--- src/rtl/core/rhc_pkg.sv ---
`timescale 1ns / 1ps

package rhc_pkg;

   // Field widths of the channels and of the configuration port.
   localparam int BYTE_W      = 8;
   localparam int HASH_W      = 31;
   localparam int LEN_W       = 32;
   localparam int SEEN_W      = 9;
   localparam int CSR_INDEX_W = 1;
   localparam int CSR_DATA_W  = 8;

   // Block hash modulus, 2^31 - 1.
   localparam logic [HASH_W-1:0] HASH_MODULUS = 31'h7FFF_FFFF;
   localparam logic [LEN_W-1:0]  LENGTH_MAX   = 32'hFFFF_FFFF;

   // Smallest legal window-hash modulus.
   localparam logic [BYTE_W-1:0] FACTOR_MIN = 8'd3;

   // The serial remainder units walk one dividend bit per cycle over a 16-bit dividend.
   localparam int DIV_STEPS = 16;
   localparam int DIV_CNT_W = $clog2(DIV_STEPS);

   // Configuration register indexes.
   typedef enum logic [CSR_INDEX_W-1:0] {
      CSR_FACTOR         = 1'b0,
      CSR_REMOVAL_WEIGHT = 1'b1
   } rhc_csr_type;

   // Controller states.
   typedef enum logic [1:0] {
      ST_IDLE,
      ST_LOAD,
      ST_DIVIDE,
      ST_FINISH
   } rhc_state_type;

   // Commands from the controller to the datapath.
   typedef struct packed {
      logic latch;
      logic load;
      logic step;
      logic commit;
   } rhc_cmd_type;

   // Status from the datapath to the controller.
   typedef struct packed {
      logic factor_ok;
      logic emit;
      logic rsp_free;
   } rhc_status_type;

endpackage

--- src/rtl/core/rhc_req_if.sv ---
`timescale 1ns / 1ps

interface rhc_req_if
   import rhc_pkg::*;
();
   logic              valid;
   logic              ready;
   logic [BYTE_W-1:0] data_byte;
   logic              last_byte;

   modport source (output valid, data_byte, last_byte, input ready);
   modport sink   (input valid, data_byte, last_byte, output ready);
endinterface

--- src/rtl/core/rhc_rsp_if.sv ---
`timescale 1ns / 1ps

interface rhc_rsp_if
   import rhc_pkg::*;
();
   logic              valid;
   logic              ready;
   logic [HASH_W-1:0] chunk_hash;
   logic [LEN_W-1:0]  chunk_length;
   logic              config_error;

   modport source (output valid, chunk_hash, chunk_length, config_error, input ready);
   modport sink   (input valid, chunk_hash, chunk_length, config_error, output ready);
endinterface

--- src/rtl/core/rhc_ram.sv ---
`timescale 1ns / 1ps

module rhc_ram #(
   parameter int WIDTH = 8,
   parameter int DEPTH = 256
) (
   input  logic                     clock,
   input  logic                     write_enable,
   input  logic [$clog2(DEPTH)-1:0] write_address,
   input  logic [WIDTH-1:0]         write_data,
   input  logic [$clog2(DEPTH)-1:0] read_address,
   output logic [WIDTH-1:0]         read_data
);
   logic [WIDTH-1:0] mem_ff [DEPTH];
   logic [WIDTH-1:0] read_data_ff;

   // One write port and one registered read port.
   always_ff @(posedge clock) begin
      if (write_enable) begin
         mem_ff[write_address] <= write_data;
      end
      read_data_ff <= mem_ff[read_address];
   end

   assign read_data = read_data_ff;
endmodule

--- src/rtl/core/rhc_ctrl.sv ---
`timescale 1ns / 1ps

module rhc_ctrl
   import rhc_pkg::*;
(
   input  logic           clock,
   input  logic           reset,
   input  logic           req_valid,
   output logic           req_ready,
   input  rhc_status_type status,
   output rhc_cmd_type    cmd
);
   rhc_state_type          state_ff, state_in;
   logic [DIV_CNT_W-1:0]   count_ff, count_in;
   logic                   accept;
   logic                   last_step;
   logic                   can_commit;

   assign accept     = (state_ff == ST_IDLE) && req_valid;
   assign last_step  = (count_ff == DIV_CNT_W'(DIV_STEPS - 1));
   assign can_commit = !status.emit || status.rsp_free;

   // Next state.
   always_comb begin
      state_in = state_ff;
      case (state_ff)
         ST_IDLE: begin
            if (accept) begin
               state_in = status.factor_ok ? ST_LOAD : ST_FINISH;
            end
         end
         ST_LOAD: begin
            state_in = ST_DIVIDE;
         end
         ST_DIVIDE: begin
            if (last_step) begin
               state_in = ST_FINISH;
            end
         end
         ST_FINISH: begin
            if (can_commit) begin
               state_in = ST_IDLE;
            end
         end
         default: begin
            state_in = ST_IDLE;
         end
      endcase
   end

   // Outputs and the step counter.
   always_comb begin
      req_ready  = 1'b0;
      cmd        = '0;
      count_in   = count_ff;
      case (state_ff)
         ST_IDLE: begin
            req_ready = 1'b1;
            cmd.latch = accept;
         end
         ST_LOAD: begin
            cmd.load = 1'b1;
            count_in = '0;
         end
         ST_DIVIDE: begin
            cmd.step = 1'b1;
            count_in = count_ff + DIV_CNT_W'(1);
         end
         ST_FINISH: begin
            cmd.commit = can_commit;
         end
         default: begin
            req_ready = 1'b0;
         end
      endcase
   end

   always_ff @(posedge clock) begin
      if (reset) begin
         state_ff <= ST_IDLE;
         count_ff <= '0;
      end else begin
         state_ff <= state_in;
         count_ff <= count_in;
      end
   end
endmodule

--- src/rtl/core/rhc_datapath.sv ---
`timescale 1ns / 1ps

module rhc_datapath
   import rhc_pkg::*;
#(
   parameter int MAX_WINDOW = 256
) (
   input  logic                   clock,
   input  logic                   reset,
   input  rhc_cmd_type            cmd,
   output rhc_status_type         status,
   input  logic [BYTE_W-1:0]      req_data_byte,
   input  logic                   req_last_byte,
   input  logic                   csr_write_enable,
   input  logic [CSR_INDEX_W-1:0] csr_index,
   input  logic [CSR_DATA_W-1:0]  csr_write_data,
   input  logic                   rsp_ready,
   output logic                   rsp_valid,
   output logic [HASH_W-1:0]      rsp_chunk_hash,
   output logic [LEN_W-1:0]       rsp_chunk_length,
   output logic                   rsp_config_error
);
   localparam int PTR_W = $clog2(MAX_WINDOW);
   localparam int CMP_W = (PTR_W + 1 > SEEN_W) ? PTR_W + 1 : SEEN_W;

   // Configuration registers.
   logic [BYTE_W-1:0]   factor_ff;
   logic [BYTE_W-1:0]   weight_ff;

   // Stream state.
   logic [BYTE_W-1:0]   window_sum_ff;
   logic [HASH_W-1:0]   chunk_sum_ff;
   logic [SEEN_W-1:0]   bytes_seen_ff;
   logic [LEN_W-1:0]    run_length_ff;
   logic [PTR_W-1:0]    pos_ff;

   // Latched input beat and remainder unit state.
   logic [BYTE_W-1:0]   byte_ff;
   logic                last_ff;
   logic [2*BYTE_W-1:0] x_shift_ff;
   logic [2*BYTE_W-1:0] y_shift_ff;
   logic [BYTE_W-1:0]   rem_x_ff;
   logic [BYTE_W-1:0]   rem_y_ff;

   // Output register.
   logic                rsp_valid_ff;
   logic [HASH_W-1:0]   rsp_hash_ff;
   logic [LEN_W-1:0]    rsp_length_ff;
   logic                rsp_error_ff;

   logic [BYTE_W-1:0]   old_byte;
   logic                factor_ok;
   logic [SEEN_W-1:0]   window_len;
   logic                full_before;
   logic [BYTE_W:0]     diff;
   logic [BYTE_W-1:0]   window_next;
   logic [SEEN_W-1:0]   seen_next;
   logic                full_after;
   logic [PTR_W:0]      pos_plus;
   logic [PTR_W-1:0]    pos_next;
   logic [LEN_W-1:0]    chunk_wide;
   logic [HASH_W-1:0]   chunk_next;
   logic [LEN_W-1:0]    run_next;
   logic                emit;

   // One restoring remainder step: shift in a dividend bit, subtract the modulus if it fits.
   function automatic logic [BYTE_W-1:0] rem_step(input logic [BYTE_W-1:0] rem,
                                                  input logic             dividend_bit,
                                                  input logic [BYTE_W-1:0] modulus);
      logic [BYTE_W:0] shifted;
      logic [BYTE_W:0] reduced;
      shifted = {rem, dividend_bit};
      reduced = shifted - {1'b0, modulus};
      if (shifted >= {1'b0, modulus}) begin
         return reduced[BYTE_W-1:0];
      end
      return shifted[BYTE_W-1:0];
   endfunction

   // Window byte store, read at the current ring position.
   rhc_ram #(
      .WIDTH (BYTE_W),
      .DEPTH (MAX_WINDOW)
   ) u_window_ram (
      .clock         (clock),
      .write_enable  (cmd.commit && factor_ok),
      .write_address (pos_ff),
      .write_data    (byte_ff),
      .read_address  (pos_ff),
      .read_data     (old_byte)
   );

   assign factor_ok  = factor_ff[0] && (factor_ff >= FACTOR_MIN);
   assign window_len = {1'b0, factor_ff} + SEEN_W'(1);
   assign full_before = (bytes_seen_ff >= window_len);

   // Window hash: remainder of the shifted sum minus remainder of the leaving byte's weight.
   always_comb begin
      diff = {1'b0, rem_x_ff} - {1'b0, (full_before ? rem_y_ff : '0)};
      if (diff[BYTE_W]) begin
         window_next = diff[BYTE_W-1:0] + factor_ff;
      end else begin
         window_next = diff[BYTE_W-1:0];
      end
   end

   // Fill count and ring position.
   always_comb begin
      seen_next  = full_before ? bytes_seen_ff : bytes_seen_ff + SEEN_W'(1);
      full_after = (seen_next >= window_len);
      pos_plus   = {1'b0, pos_ff} + (PTR_W + 1)'(1);
      if ((CMP_W'(pos_plus) >= CMP_W'(window_len)) ||
          (CMP_W'(pos_plus) >= CMP_W'(MAX_WINDOW))) begin
         pos_next = '0;
      end else begin
         pos_next = pos_plus[PTR_W-1:0];
      end
   end

   // Block hash: 2^31 folds to 1 modulo 2^31-1, so the top byte adds back in at the bottom.
   always_comb begin
      chunk_wide = {1'b0, chunk_sum_ff[HASH_W-9:0], 8'h00}
                 + LEN_W'(chunk_sum_ff[HASH_W-1:HASH_W-8])
                 + LEN_W'(byte_ff);
      if (chunk_wide >= {1'b0, HASH_MODULUS}) begin
         chunk_next = HASH_W'(chunk_wide - {1'b0, HASH_MODULUS});
      end else begin
         chunk_next = chunk_wide[HASH_W-1:0];
      end
      run_next = (run_length_ff == LENGTH_MAX) ? run_length_ff : run_length_ff + LEN_W'(1);
   end

   // Result decision.
   always_comb begin
      if (factor_ok) begin
         emit = last_ff || (full_after && (window_next == factor_ff - BYTE_W'(1)));
      end else begin
         emit = last_ff;
      end
   end

   assign status.factor_ok = factor_ok;
   assign status.emit      = emit;
   assign status.rsp_free  = !rsp_valid_ff || rsp_ready;

   // Input beat capture and the two serial remainder units.
   always_ff @(posedge clock) begin
      if (cmd.latch) begin
         byte_ff <= req_data_byte;
         last_ff <= req_last_byte;
      end
      if (cmd.load) begin
         x_shift_ff <= {window_sum_ff, byte_ff};
         y_shift_ff <= (2*BYTE_W)'(old_byte) * (2*BYTE_W)'(weight_ff);
         rem_x_ff   <= '0;
         rem_y_ff   <= '0;
      end else if (cmd.step) begin
         x_shift_ff <= {x_shift_ff[2*BYTE_W-2:0], 1'b0};
         y_shift_ff <= {y_shift_ff[2*BYTE_W-2:0], 1'b0};
         rem_x_ff   <= rem_step(rem_x_ff, x_shift_ff[2*BYTE_W-1], factor_ff);
         rem_y_ff   <= rem_step(rem_y_ff, y_shift_ff[2*BYTE_W-1], factor_ff);
      end
   end

   // Configuration and stream state.
   always_ff @(posedge clock) begin
      if (reset) begin
         factor_ff     <= FACTOR_MIN;
         weight_ff     <= BYTE_W'(1);
         window_sum_ff <= '0;
         chunk_sum_ff  <= '0;
         bytes_seen_ff <= '0;
         run_length_ff <= '0;
         pos_ff        <= '0;
      end else if (csr_write_enable) begin
         case (rhc_csr_type'(csr_index))
            CSR_FACTOR: begin
               factor_ff     <= csr_write_data;
               window_sum_ff <= '0;
               bytes_seen_ff <= '0;
               pos_ff        <= '0;
            end
            CSR_REMOVAL_WEIGHT: begin
               weight_ff <= csr_write_data;
            end
            default: begin
               weight_ff <= weight_ff;
            end
         endcase
      end else if (cmd.commit) begin
         if (last_ff) begin
            window_sum_ff <= '0;
            chunk_sum_ff  <= '0;
            bytes_seen_ff <= '0;
            run_length_ff <= '0;
            pos_ff        <= '0;
         end else if (factor_ok) begin
            window_sum_ff <= window_next;
            bytes_seen_ff <= seen_next;
            pos_ff        <= pos_next;
            chunk_sum_ff  <= emit ? '0 : chunk_next;
            run_length_ff <= emit ? '0 : run_next;
         end
      end
   end

   // Output register: holds a finished beat until the sink takes it.
   always_ff @(posedge clock) begin
      if (reset) begin
         rsp_valid_ff <= 1'b0;
      end else if (cmd.commit && emit) begin
         rsp_valid_ff <= 1'b1;
      end else if (rsp_ready) begin
         rsp_valid_ff <= 1'b0;
      end
   end

   always_ff @(posedge clock) begin
      if (cmd.commit && emit) begin
         rsp_hash_ff   <= factor_ok ? chunk_next : '0;
         rsp_length_ff <= factor_ok ? run_next : '0;
         rsp_error_ff  <= !factor_ok;
      end
   end

   assign rsp_valid        = rsp_valid_ff;
   assign rsp_chunk_hash   = rsp_hash_ff;
   assign rsp_chunk_length = rsp_length_ff;
   assign rsp_config_error = rsp_error_ff;
endmodule

--- src/rtl/core/rolling_hash_chunker_unit.sv ---
`timescale 1ns / 1ps
// The block takes a new byte only while idle, once the last byte is committed. Each byte
// is latched, loaded into the 16-step serial remainder units, divided and committed.
// With an invalid factor a byte skips loading and dividing. A waiting result stalls the next
// byte only when that byte also closes a block. Reset is synchronous and active high; it
// restores factor 3 and removal weight 1 and clears the stream state, not the window store.

module rolling_hash_chunker_unit
   import rhc_pkg::*;
#(
   parameter int MAX_WINDOW = 256
) (
   input  logic                   clock,
   input  logic                   reset,
   rhc_req_if.sink                req_ch,
   rhc_rsp_if.source              rsp_ch,
   input  logic                   csr_write_enable,
   input  logic [CSR_INDEX_W-1:0] csr_index,
   input  logic [CSR_DATA_W-1:0]  csr_write_data
);
   rhc_cmd_type    cmd;
   rhc_status_type status;

   // Sequencer.
   rhc_ctrl u_ctrl (
      .clock     (clock),
      .reset     (reset),
      .req_valid (req_ch.valid),
      .req_ready (req_ch.ready),
      .status    (status),
      .cmd       (cmd)
   );

   // Hash datapath.
   rhc_datapath #(
      .MAX_WINDOW (MAX_WINDOW)
   ) u_datapath (
      .clock            (clock),
      .reset            (reset),
      .cmd              (cmd),
      .status           (status),
      .req_data_byte    (req_ch.data_byte),
      .req_last_byte    (req_ch.last_byte),
      .csr_write_enable (csr_write_enable),
      .csr_index        (csr_index),
      .csr_write_data   (csr_write_data),
      .rsp_ready        (rsp_ch.ready),
      .rsp_valid        (rsp_ch.valid),
      .rsp_chunk_hash   (rsp_ch.chunk_hash),
      .rsp_chunk_length (rsp_ch.chunk_length),
      .rsp_config_error (rsp_ch.config_error)
   );
endmodule

--- src/flat_wrapper.sv ---
// flat-port wrapper written by rule: the top's interface ports become plain ports
module rolling_hash_chunker_unit_flat import rhc_pkg::*;
#(
   parameter int MAX_WINDOW = 256
)
  (clock, reset, csr_write_enable, csr_index, csr_write_data, req_ch_valid, req_ch_data_byte, req_ch_last_byte, req_ch_ready, rsp_ch_valid, rsp_ch_chunk_hash, rsp_ch_chunk_length, rsp_ch_config_error, rsp_ch_ready);
  rhc_req_if req_ch_i ();
  rhc_rsp_if rsp_ch_i ();
  input  logic clock;
  input  logic reset;
  input  logic csr_write_enable;
  input  logic [CSR_INDEX_W-1:0] csr_index;
  input  logic [CSR_DATA_W-1:0] csr_write_data;
  input wire logic [$bits(req_ch_i.valid)-1:0] req_ch_valid;
  input wire logic [$bits(req_ch_i.data_byte)-1:0] req_ch_data_byte;
  input wire logic [$bits(req_ch_i.last_byte)-1:0] req_ch_last_byte;
  output wire logic [$bits(req_ch_i.ready)-1:0] req_ch_ready;
  output wire logic [$bits(rsp_ch_i.valid)-1:0] rsp_ch_valid;
  output wire logic [$bits(rsp_ch_i.chunk_hash)-1:0] rsp_ch_chunk_hash;
  output wire logic [$bits(rsp_ch_i.chunk_length)-1:0] rsp_ch_chunk_length;
  output wire logic [$bits(rsp_ch_i.config_error)-1:0] rsp_ch_config_error;
  input wire logic [$bits(rsp_ch_i.ready)-1:0] rsp_ch_ready;
  assign req_ch_i.valid = req_ch_valid;
  assign req_ch_i.data_byte = req_ch_data_byte;
  assign req_ch_i.last_byte = req_ch_last_byte;
  assign req_ch_ready = req_ch_i.ready;
  assign rsp_ch_valid = rsp_ch_i.valid;
  assign rsp_ch_chunk_hash = rsp_ch_i.chunk_hash;
  assign rsp_ch_chunk_length = rsp_ch_i.chunk_length;
  assign rsp_ch_config_error = rsp_ch_i.config_error;
  assign rsp_ch_i.ready = rsp_ch_ready;
  rolling_hash_chunker_unit #(.MAX_WINDOW(MAX_WINDOW)) u_core (.clock(clock), .reset(reset), .req_ch(req_ch_i), .rsp_ch(rsp_ch_i), .csr_write_enable(csr_write_enable), .csr_index(csr_index), .csr_write_data(csr_write_data));
endmodule
--- config.mk ---
export PLATFORM = sky130hd
export DESIGN_NAME = rolling_hash_chunker_unit_flat
export DESIGN_NICKNAME = d
export VERILOG_FILES = /design/src/rtl/core/rhc_pkg.sv /design/src/rtl/core/rhc_req_if.sv /design/src/rtl/core/rhc_rsp_if.sv /design/src/rtl/core/rhc_ram.sv /design/src/rtl/core/rhc_ctrl.sv /design/src/rtl/core/rhc_datapath.sv /design/src/rtl/core/rolling_hash_chunker_unit.sv /design/src/flat_wrapper.sv
export SDC_FILE = /design/constraint.sdc
export NUM_CORES = 2
export LEC_CHECK = 0
export ABC_AREA = 1
export BUFFER_PORTS_ARGS = -buffer_cell sky130_fd_sc_hd__buf_2
export CAP_MARGIN = 20
export CORE_MARGIN = 10
export CORE_UTILIZATION = 55
export CTS_BUF_LIST = sky130_fd_sc_hd__clkbuf_4 sky130_fd_sc_hd__clkbuf_8
export DETAILED_ROUTE_END_ITERATION = 10
export PLACE_DENSITY_LB_ADDON = 0.15
export REMOVE_ABC_BUFFERS = 1
export SETUP_SLACK_MARGIN = 0.4
export SLEW_MARGIN = 40
export SYNTH_ARGS = -nofsm -noshare
export SYNTH_HDL_FRONTEND = slang
export SYNTH_SLANG_ARGS = --single-unit
export TNS_END_PERCENT = 100
--- constraint.sdc ---
create_clock -name clock -period 7.98 [get_ports clock]
set_clock_uncertainty 0.1 [all_clocks]
set_input_delay 0.399 -clock clock [delete_from_list [all_inputs] [get_ports clock]]
set_output_delay 0.399 -clock clock [all_outputs]
set_load 0.005 [all_outputs]
=== Word level (Yosys, flattened, before mapping) ===
Memories as Yosys holds them, arrays and structs flattened. A register that Yosys moved wholly into a read port is not among the register bits.
Cells that the tools add are included.

* Flip-flop bits (word level): 232
* Memory bits (writable): 2048
* Bits of input ports: 23
* Memories kept: 1

{| class="wikitable"
|+ Memory list
! memory !! words !! bits a word !! read ports !! clocked after memory_dff !! wr ports !! RTL line !! RTL
|-
| u_core.u_datapath.u_window_ram.mem_ff || 256 || 8 || 1 || 1 || 1 || rhc_ram.sv:14 || <nowiki>logic [WIDTH-1:0] mem_ff [DEPTH];</nowiki>
|}

* Add/sub/neg operators: 13
* Multipliers: 1
* Order comparisons: 8
* Eq/ne operators: 10
* Muxes and demuxes: 56
* Bitwise gates (word level): 2
* Reduce and logical (&&, ||, !) cells: 24

{| class="wikitable"
|+ Operators with widths
! operator !! number
|-
| 32-bit two-way mux || 4
|-
| 8-bit two-way mux || 16
|-
| 31-bit two-way mux || 4
|-
| 16-bit two-way mux || 4
|-
| 9-bit two-way mux || 6
|-
| 31-bit by 8-bit adder with 32-bit output || 1
|-
| 32-bit by 1-bit adder with 32-bit output (second input constant) || 1
|-
| 32-bit by 8-bit adder with 32-bit output || 1
|-
| 32-bit equality test (second input constant) || 1
|-
| 32-bit by 31-bit greater-or-equal comparator with 1-bit output (second input constant) || 1
|-
| 31-bit subtractor (second input constant) || 1
|-
| 9-bit greater-or-equal comparator || 3
|-
| 8-bit by 1-bit adder with 9-bit output (second input constant) || 2
|-
| 9-bit by 8-bit greater-or-equal comparator with 1-bit output || 2
|-
| 8-bit by 8-bit multiplier with 16-bit output || 1
|-
| 1-bit two-way mux || 16
|-
| 8-bit subtractor || 2
|-
| 2-bit nonzero test || 5
|-
| 9-bit by 1-bit adder with 9-bit output (second input constant) || 1
|-
| 9-bit greater-or-equal comparator (second input constant) || 1
|-
| 3-bit AND reduction || 3
|-
| 8-bit by 8-bit subtractor with 9-bit output || 1
|-
| 8-bit adder || 1
|-
| 8-bit equality test || 1
|-
| 17 further kinds || 35
|}

=== Longest topological paths before layout ===
* Depth after elaboration: 16
* Depth in mapped cells: 48
* Depth with buffers taken out: 45

=== By module ===
From an unflattened synthesis, not the netlist that was laid out.

* Cells, all modules: 9303
* Area total of the unflattened synthesis: 100859.2 um^2

{| class="wikitable"
|+ Modules (own cells, without submodules)
! module !! times used !! cells an instance !! area an instance (um^2) !! sequential area each (um^2)
|-
| rhc_ram || 1 || 7003 || 83396.2 || 61659.1
|-
| rhc_datapath || 1 || 2246 || 17085.1 || 5575.3
|-
| rhc_ctrl || 1 || 54 || 377.9 || 120.1
|}

=== Least setup slack after synthesis ===
Ideal clock, no wire load.

* Kind: register to register
* Start: register u_core.u_datapath.factor_ff[1]
* End: register u_core.u_datapath.rsp_hash_ff[0] (netlist: u_core.u_datapath.rsp_chunk_hash[0]) (enable)
* Arrival: 6.293 ns
* Required time: 7.461 ns
* Slack: 1.168 ns
* Cell stages (with the launch flop): 37
* Buffers on the path: 2
* Clock period less this slack: 6.812 ns
* Cells stage by stage: dfxtp_1 > ha_1 > nand3_1 > or4_1 > ha_1 > nand2_1 > inv_1 > nand2_1 > nand3_1 > nand2_2 > clkbuf_1 > nor2_1 > ha_1 > inv_1 > fa_1 > nand3_1 > nand2_1 > xor2_1 > inv_1 > ha_1 > inv_1 > o21ai_0 > nor2_1 > nand2_1 > or2_2 > nand3_1 > nand2_1 > nand2_1 > nand3_1 > nor2_1 > nand2_1 > nor2_1 > nand2_1 > nand2_1 > buf_2 > nand3_1 > inv_1

* Longest elaborated chain between the ends: 14

{| class="wikitable"
|+ RTL lines
! item !! RTL line !! RTL
|-
| start, declared || rhc_datapath.sv:27 || <nowiki>logic [BYTE_W-1:0] factor_ff;</nowiki>
|-
| start signal, assigned || rhc_datapath.sv:178 || <nowiki>factor_ff <= csr_write_data;</nowiki>
|-
| 8-bit by 1-bit adder with 9-bit output || rhc_datapath.sv:94 || <nowiki>assign window_len = {1'b0, factor_ff} + SEEN_W'(1);</nowiki>
|-
| 9-bit greater-or-equal comparator || rhc_datapath.sv:95 || <nowiki>assign full_before = (bytes_seen_ff >= window_len);</nowiki>
|-
| 8-bit two-way mux || rhc_datapath.sv:99 || <nowiki>diff = {1'b0, rem_x_ff} - {1'b0, (full_before ? rem_y_ff : '0)};</nowiki>
|-
| 8-bit by 8-bit subtractor with 9-bit output || rhc_datapath.sv:99 ||
|-
| 8-bit adder || rhc_datapath.sv:101 || <nowiki>window_next = diff[BYTE_W-1:0] + factor_ff;</nowiki>
|-
| 8-bit two-way mux || rhc_datapath.sv:100 || <nowiki>if (diff[BYTE_W]) begin</nowiki>
|-
| 8-bit equality test || rhc_datapath.sv:136 || <nowiki>emit = last_ff || (full_after && (window_next == factor_ff - BYTE_W'(1)));</nowiki>
|-
| 1-bit logical AND || rhc_datapath.sv:136 ||
|-
| 1-bit logical OR || rhc_datapath.sv:136 ||
|-
| 1-bit two-way mux * || rhc_datapath.sv:135 || <nowiki>if (factor_ok) begin</nowiki>
|-
| 1-bit logical NOT || rhc_ctrl.sv:21 || <nowiki>assign can_commit = !status.emit || status.rsp_free;</nowiki>
|-
| 1-bit logical OR || rhc_ctrl.sv:21 ||
|-
| 1-bit two-way mux || rhc_ctrl.sv:56 || <nowiki>case (state_ff)</nowiki>
|-
| 1-bit logical AND * || rhc_datapath.sv:219 || <nowiki>if (cmd.commit && emit) begin</nowiki>
|-
| end signal, assigned || rhc_datapath.sv:220 || <nowiki>rsp_hash_ff <= factor_ok ? chunk_next : '0;</nowiki>
|-
| end, declared || rhc_datapath.sv:47 || <nowiki>logic [HASH_W-1:0] rsp_hash_ff;</nowiki>
|}

Mark *: on every way between the ends. The rest lies on a longest branch, timed or not.
A chain may end at the register's enable or synchronous reset.

=== Worst setup path after layout ===
* Start: register u_core.u_datapath.factor_ff[0]
* End: memory u_core.u_datapath.u_window_ram.mem_ff[74][4] (enable)

* Longest elaborated chain between the ends: 16

{| class="wikitable"
|+ RTL lines
! item !! RTL line !! RTL
|-
| 8-bit by 1-bit adder with 9-bit output || rhc_datapath.sv:94 ||
|-
| 9-bit greater-or-equal comparator || rhc_datapath.sv:95 ||
|-
| 8-bit two-way mux || rhc_datapath.sv:99 ||
|-
| 8-bit by 8-bit subtractor with 9-bit output || rhc_datapath.sv:99 ||
|-
| 8-bit adder || rhc_datapath.sv:101 ||
|-
| 8-bit two-way mux || rhc_datapath.sv:100 ||
|-
| 8-bit equality test || rhc_datapath.sv:136 ||
|-
| 1-bit logical AND || rhc_datapath.sv:136 ||
|-
| 1-bit logical OR || rhc_datapath.sv:136 ||
|-
| 1-bit two-way mux || rhc_datapath.sv:135 ||
|-
| 1-bit logical NOT || rhc_ctrl.sv:21 ||
|-
| 1-bit logical OR || rhc_ctrl.sv:21 ||
|-
| 1-bit two-way mux || rhc_ctrl.sv:56 ||
|-
| 1-bit logical AND * || rhc_datapath.sv:86 || <nowiki>.write_enable (cmd.commit && factor_ok),</nowiki>
|-
| 1-bit two-way mux * || rhc_ram.sv:19 || <nowiki>if (write_enable) begin</nowiki>
|-
| 1-bit two-way mux (implied by the code) * || rhc_ram.sv:20 || <nowiki>mem_ff[write_address] <= write_data;</nowiki>
|-
| end, declared || rhc_ram.sv:14 ||
|}

Marked as above.

==> results.sh <==
export IMPL_grt_max_degree=204
export IMPL_clockBufferDepth=4
export IMPL_status="completed"
export IMPL_routed_via_count=67700
export IMPL_grt_pass1_wl_um=409000
export IMPL_fin_area_mm2=0.109
export IMPL_met2WireLength_um=124000
export IMPL_area_growth_synth_to_final_pct=13.1
export IMPL_viasPerCell=6.03
export IMPL_synth_cells=8252
export IMPL_worstSetupStartpointType="register"
export IMPL_clk_pin_slew_ns=0.06
export IMPL_grt_pass1_vias=65000
export IMPL_die_area_mm2=0.192
export IMPL_drive_gt1_frac=0.131
export IMPL_fill_cells=13600
export IMPL_initial_utilization=0.554
export IMPL_clk_latency_ns=1.10
export IMPL_crit_top_cell="nand2_1"
export IMPL_ys_warn_count=0
export IMPL_cts_root_buf="clkbuf_8"
export IMPL_numCtsBuffers=379
export IMPL_rsz0062_at_grt="no"
export IMPL_synth_seq_cells=2288
export IMPL_ant_nets=0
export IMPL_async_flop_share=0
export IMPL_critPathSlowestCell="or4_1"
export IMPL_antenna_found_initial=8
export IMPL_tightest_slew_ns=0.923
export IMPL_hpwlAfterDp_um=163000
export IMPL_grt_overflow=0
export IMPL_critPathRequiredTime_ns=8.62
export IMPL_hp_class="input port to register"
export IMPL_wl_met3_um=27100
export IMPL_timing_final_crit_share=0.875
export IMPL_path_max_fanout=13
export IMPL_place_congestion=0.907
export IMPL_cts_setup_buffers=0
export IMPL_drc=0
export IMPL_grt_usage=0.277
export IMPL_critPathKind="register to register"
export IMPL_yosysUniqueCellTypes=52
export IMPL_ir_worst_vdd_v=0.000244
export IMPL_postSynthAreaPerCell_um2=11.7
export IMPL_power_leakage_uw=0.0382
export IMPL_cap_violations=0
export IMPL_nets=8810
export IMPL_slowest_delay_ns=0.53
export IMPL_wl_per_cell_um=24.4
export IMPL_fin_total_pwr_uw=30000
export IMPL_final_hold_violation_count=0
export IMPL_dominantRegCellSynth="edfxtp_1"
export IMPL_timing_hold_ws_ns=0.108
export IMPL_power_density_mw_per_mm2=275
export IMPL_drt_initial_drc_count=8136
export IMPL_drt_wl_total_um=274000
export IMPL_cts_tree="built"
export IMPL_die_x_um=439
export IMPL_yosysSeqAreaShare=0.699
export IMPL_cp_arrival_ns=7.63
export IMPL_synth_area_leaders="edfxtp_1 (67%), nor2_1 (6.5%), o21ai_0 (6.0%)"
export IMPL_row_count=153
export IMPL_post_route_min_period_ns=6.99
export IMPL_finalSetupTns_ns=0
export IMPL_placed_area_mm2=0.101
export IMPL_dr_pass1_iters=6
export IMPL_cts_sinks=2288
export IMPL_slew_viol_final=0
export IMPL_htreeDepth=5
export IMPL_yosysTopAreaCell="edfxtp_1"
export IMPL_yosysMostFrequentCell="edfxtp_1"
export IMPL_relSlewSlack=0.385
export IMPL_io_pins=89
export IMPL_synth_edff_count=2153
export IMPL_numPortBuffers=88
export IMPL_yosysTopAreaCellShare=0.671
export IMPL_synth_common_cells="edfxtp_1 (2153), nor2_1 (1657), o21ai_0 (1163)"
export IMPL_highest_layer="met5"
export IMPL_wl_met1_um=110000
export IMPL_synth_area_mm2=0.0964
export IMPL_coreArea_mm2=0.174
export IMPL_die_h_um=439
export IMPL_end_kind="register"
export IMPL_fmax_mhz=143
export IMPL_finalSetupViolations=0
export IMPL_utilization=0.627
==> metrics by stage <==
| step | worst slack, ns | std cells |
|---|---|---|
| after floorplan | -43.28 | 7731 |
| after global placement | 0.468 | 10500 |
| after detailed placement | 0.521 | 10500 |
| after CTS | 0.462 | 11200 |
| after global routing | 0.408 | 11200 |
| final | 0.994 | 11200 |
==> final timing paths <==
kind	start	to	slack, ns	depth (start not counted)
worst min register to register	u_core.u_ctrl.count_ff[3]	u_core.u_ctrl.count_ff[3]	0.36	1
worst min-delay path	csr_write_data[7]	u_core.u_datapath.weight_ff[7]	0.11	4
worst max register to register	u_core.u_datapath.factor_ff[0]	u_core.u_datapath.u_window_ram.mem_ff[74][4]	0.99	40
worst max-delay path	u_core.u_datapath.factor_ff[0]	u_core.u_datapath.u_window_ram.mem_ff[74][4]	0.99	40
==> final cells by class <==
cell class | instances | area [µm²] | share of cell area
inverter | 354 | 1360 | 0.0125
clock inverter | 147 | 873 | 0.00801
antenna | 3 | 7.51 | 0.0000688
multi-input combinational | 5089 | 25900 | 0.238
tap | 2325 | 2910 | 0.0267
timing repair buffer | 524 | 4320 | 0.0396
sequential | 2288 | 67400 | 0.618
clock buffer | 511 | 6260 | 0.0574
==> worst max-delay path, delay by kind of cell (launching register included) <==
family,cells,cell delay [ns]
buf+inv,8,1.10
simple gates,25,2.96
fa+ha+maj,5,1.60
xor+xnor,1,0.21
compound gates,1,0.25
flops,1,0.43
==> layout by cell type (no fill, tap or decap), types with 7 or more instances in the layout <==
| cell type | netlist | layout |
|---|---|---|
| inv_2 | 10 | 12 |
| o211ai_1 | 11 | 11 |
| nand4_1 | 87 | 87 |
| o221ai_1 | 16 | 16 |
| nand3_1 | 118 | 117 |
| o22ai_1 | 523 | 523 |
| buf_2 | 35 | 94 |
| or2_2 | 7 | 7 |
| a221oi_1 | 56 | 46 |
| xnor2_1 | 11 | 11 |
| a41oi_1 | 30 | 29 |
| inv_1 | 332 | 327 |
| clkinv_2 | 0 | 51 |
| nor3_1 | 33 | 33 |
| buf_4 | 2 | 343 |
| nor2_1 | 1657 | 1625 |
| dlygate4sd3_1 | 0 | 42 |
| buf_16 | 0 | 7 |
| a21oi_1 | 164 | 163 |
| buf_12 | 0 | 26 |
| dfxtp_1 | 135 | 130 |
| a22o_1 | 68 | 68 |
| clkinv_1 | 12 | 86 |
| ha_1 | 110 | 109 |
| clkbuf_4 | 0 | 124 |
| nor4_1 | 14 | 14 |
| xor2_1 | 77 | 75 |
| clkbuf_8 | 0 | 388 |
| nor2_2 | 0 | 28 |
| nand2_2 | 8 | 20 |
| fa_1 | 41 | 41 |
| a221oi_2 | 0 | 10 |
| bufinv_16 | 0 | 8 |
| o21ai_0 | 1163 | 1161 |
| nand2_1 | 856 | 842 |
| clkinvlp_4 | 0 | 7 |
| buf_6 | 1 | 11 |
| edfxtp_1 | 2153 | 2153 |
==> metal layers <==
metal / vias up / global-route usage
met3: 640 / 0.0591
met5: - / 0
met1: 33100 / 0.382
met2: 3446 / 0.427
li1: 30600 / -
met4: 6 / 0.121
==> power breakdown <==
part | total, µW | internal (µW) | switching (µW) | leakage (µW)
sequential | 14200 | 14000 | 226 | 0.0205
clock | 9930 | 5330 | 4600 | 0.00381
combinational | 5860 | 1590 | 4270 | 0.0139
==> registers in the layout, indices dropped and copies added (netlist names), 9 cells and up <==
name and cells:
u_core.u_datapath.bytes_seen_ff 9, u_core.u_datapath.chunk_sum_ff 31, u_core.u_datapath.rsp_chunk_hash 31, u_core.u_datapath.rsp_chunk_length 32, u_core.u_datapath.run_length_ff 32, u_core.u_datapath.u_window_ram.mem_ff 2048, u_core.u_datapath.x_shift_ff 16, u_core.u_datapath.y_shift_ff 16
==> cells by family (layout without fill, tap and decap cells) <==
| family | after synthesis | count (layout) | synth area share |
|---|---|---|---|
| other cells | 0 | 3 | 0 |
| flops | 2288 | 2288 | 0.699 |
| simple gates | 2792 | 2792 | 0.114 |
| xor+xnor | 88 | 88 | 0.00800 |
| buf+inv | 875 | 1536 | 0.0347 |
| fa+ha+maj | 151 | 151 | 0.0228 |
| compound gates | 2058 | 2058 | 0.121 |
==> what timing repair did <==
action                     in CTS  in global routing
hold buffers                   42                  0
resized for setup               0                 45
hold endpoints to repair      128                  0
setup endpoints to repair       0               2113
No activity file was read; power rests on OpenSTA's default activity.
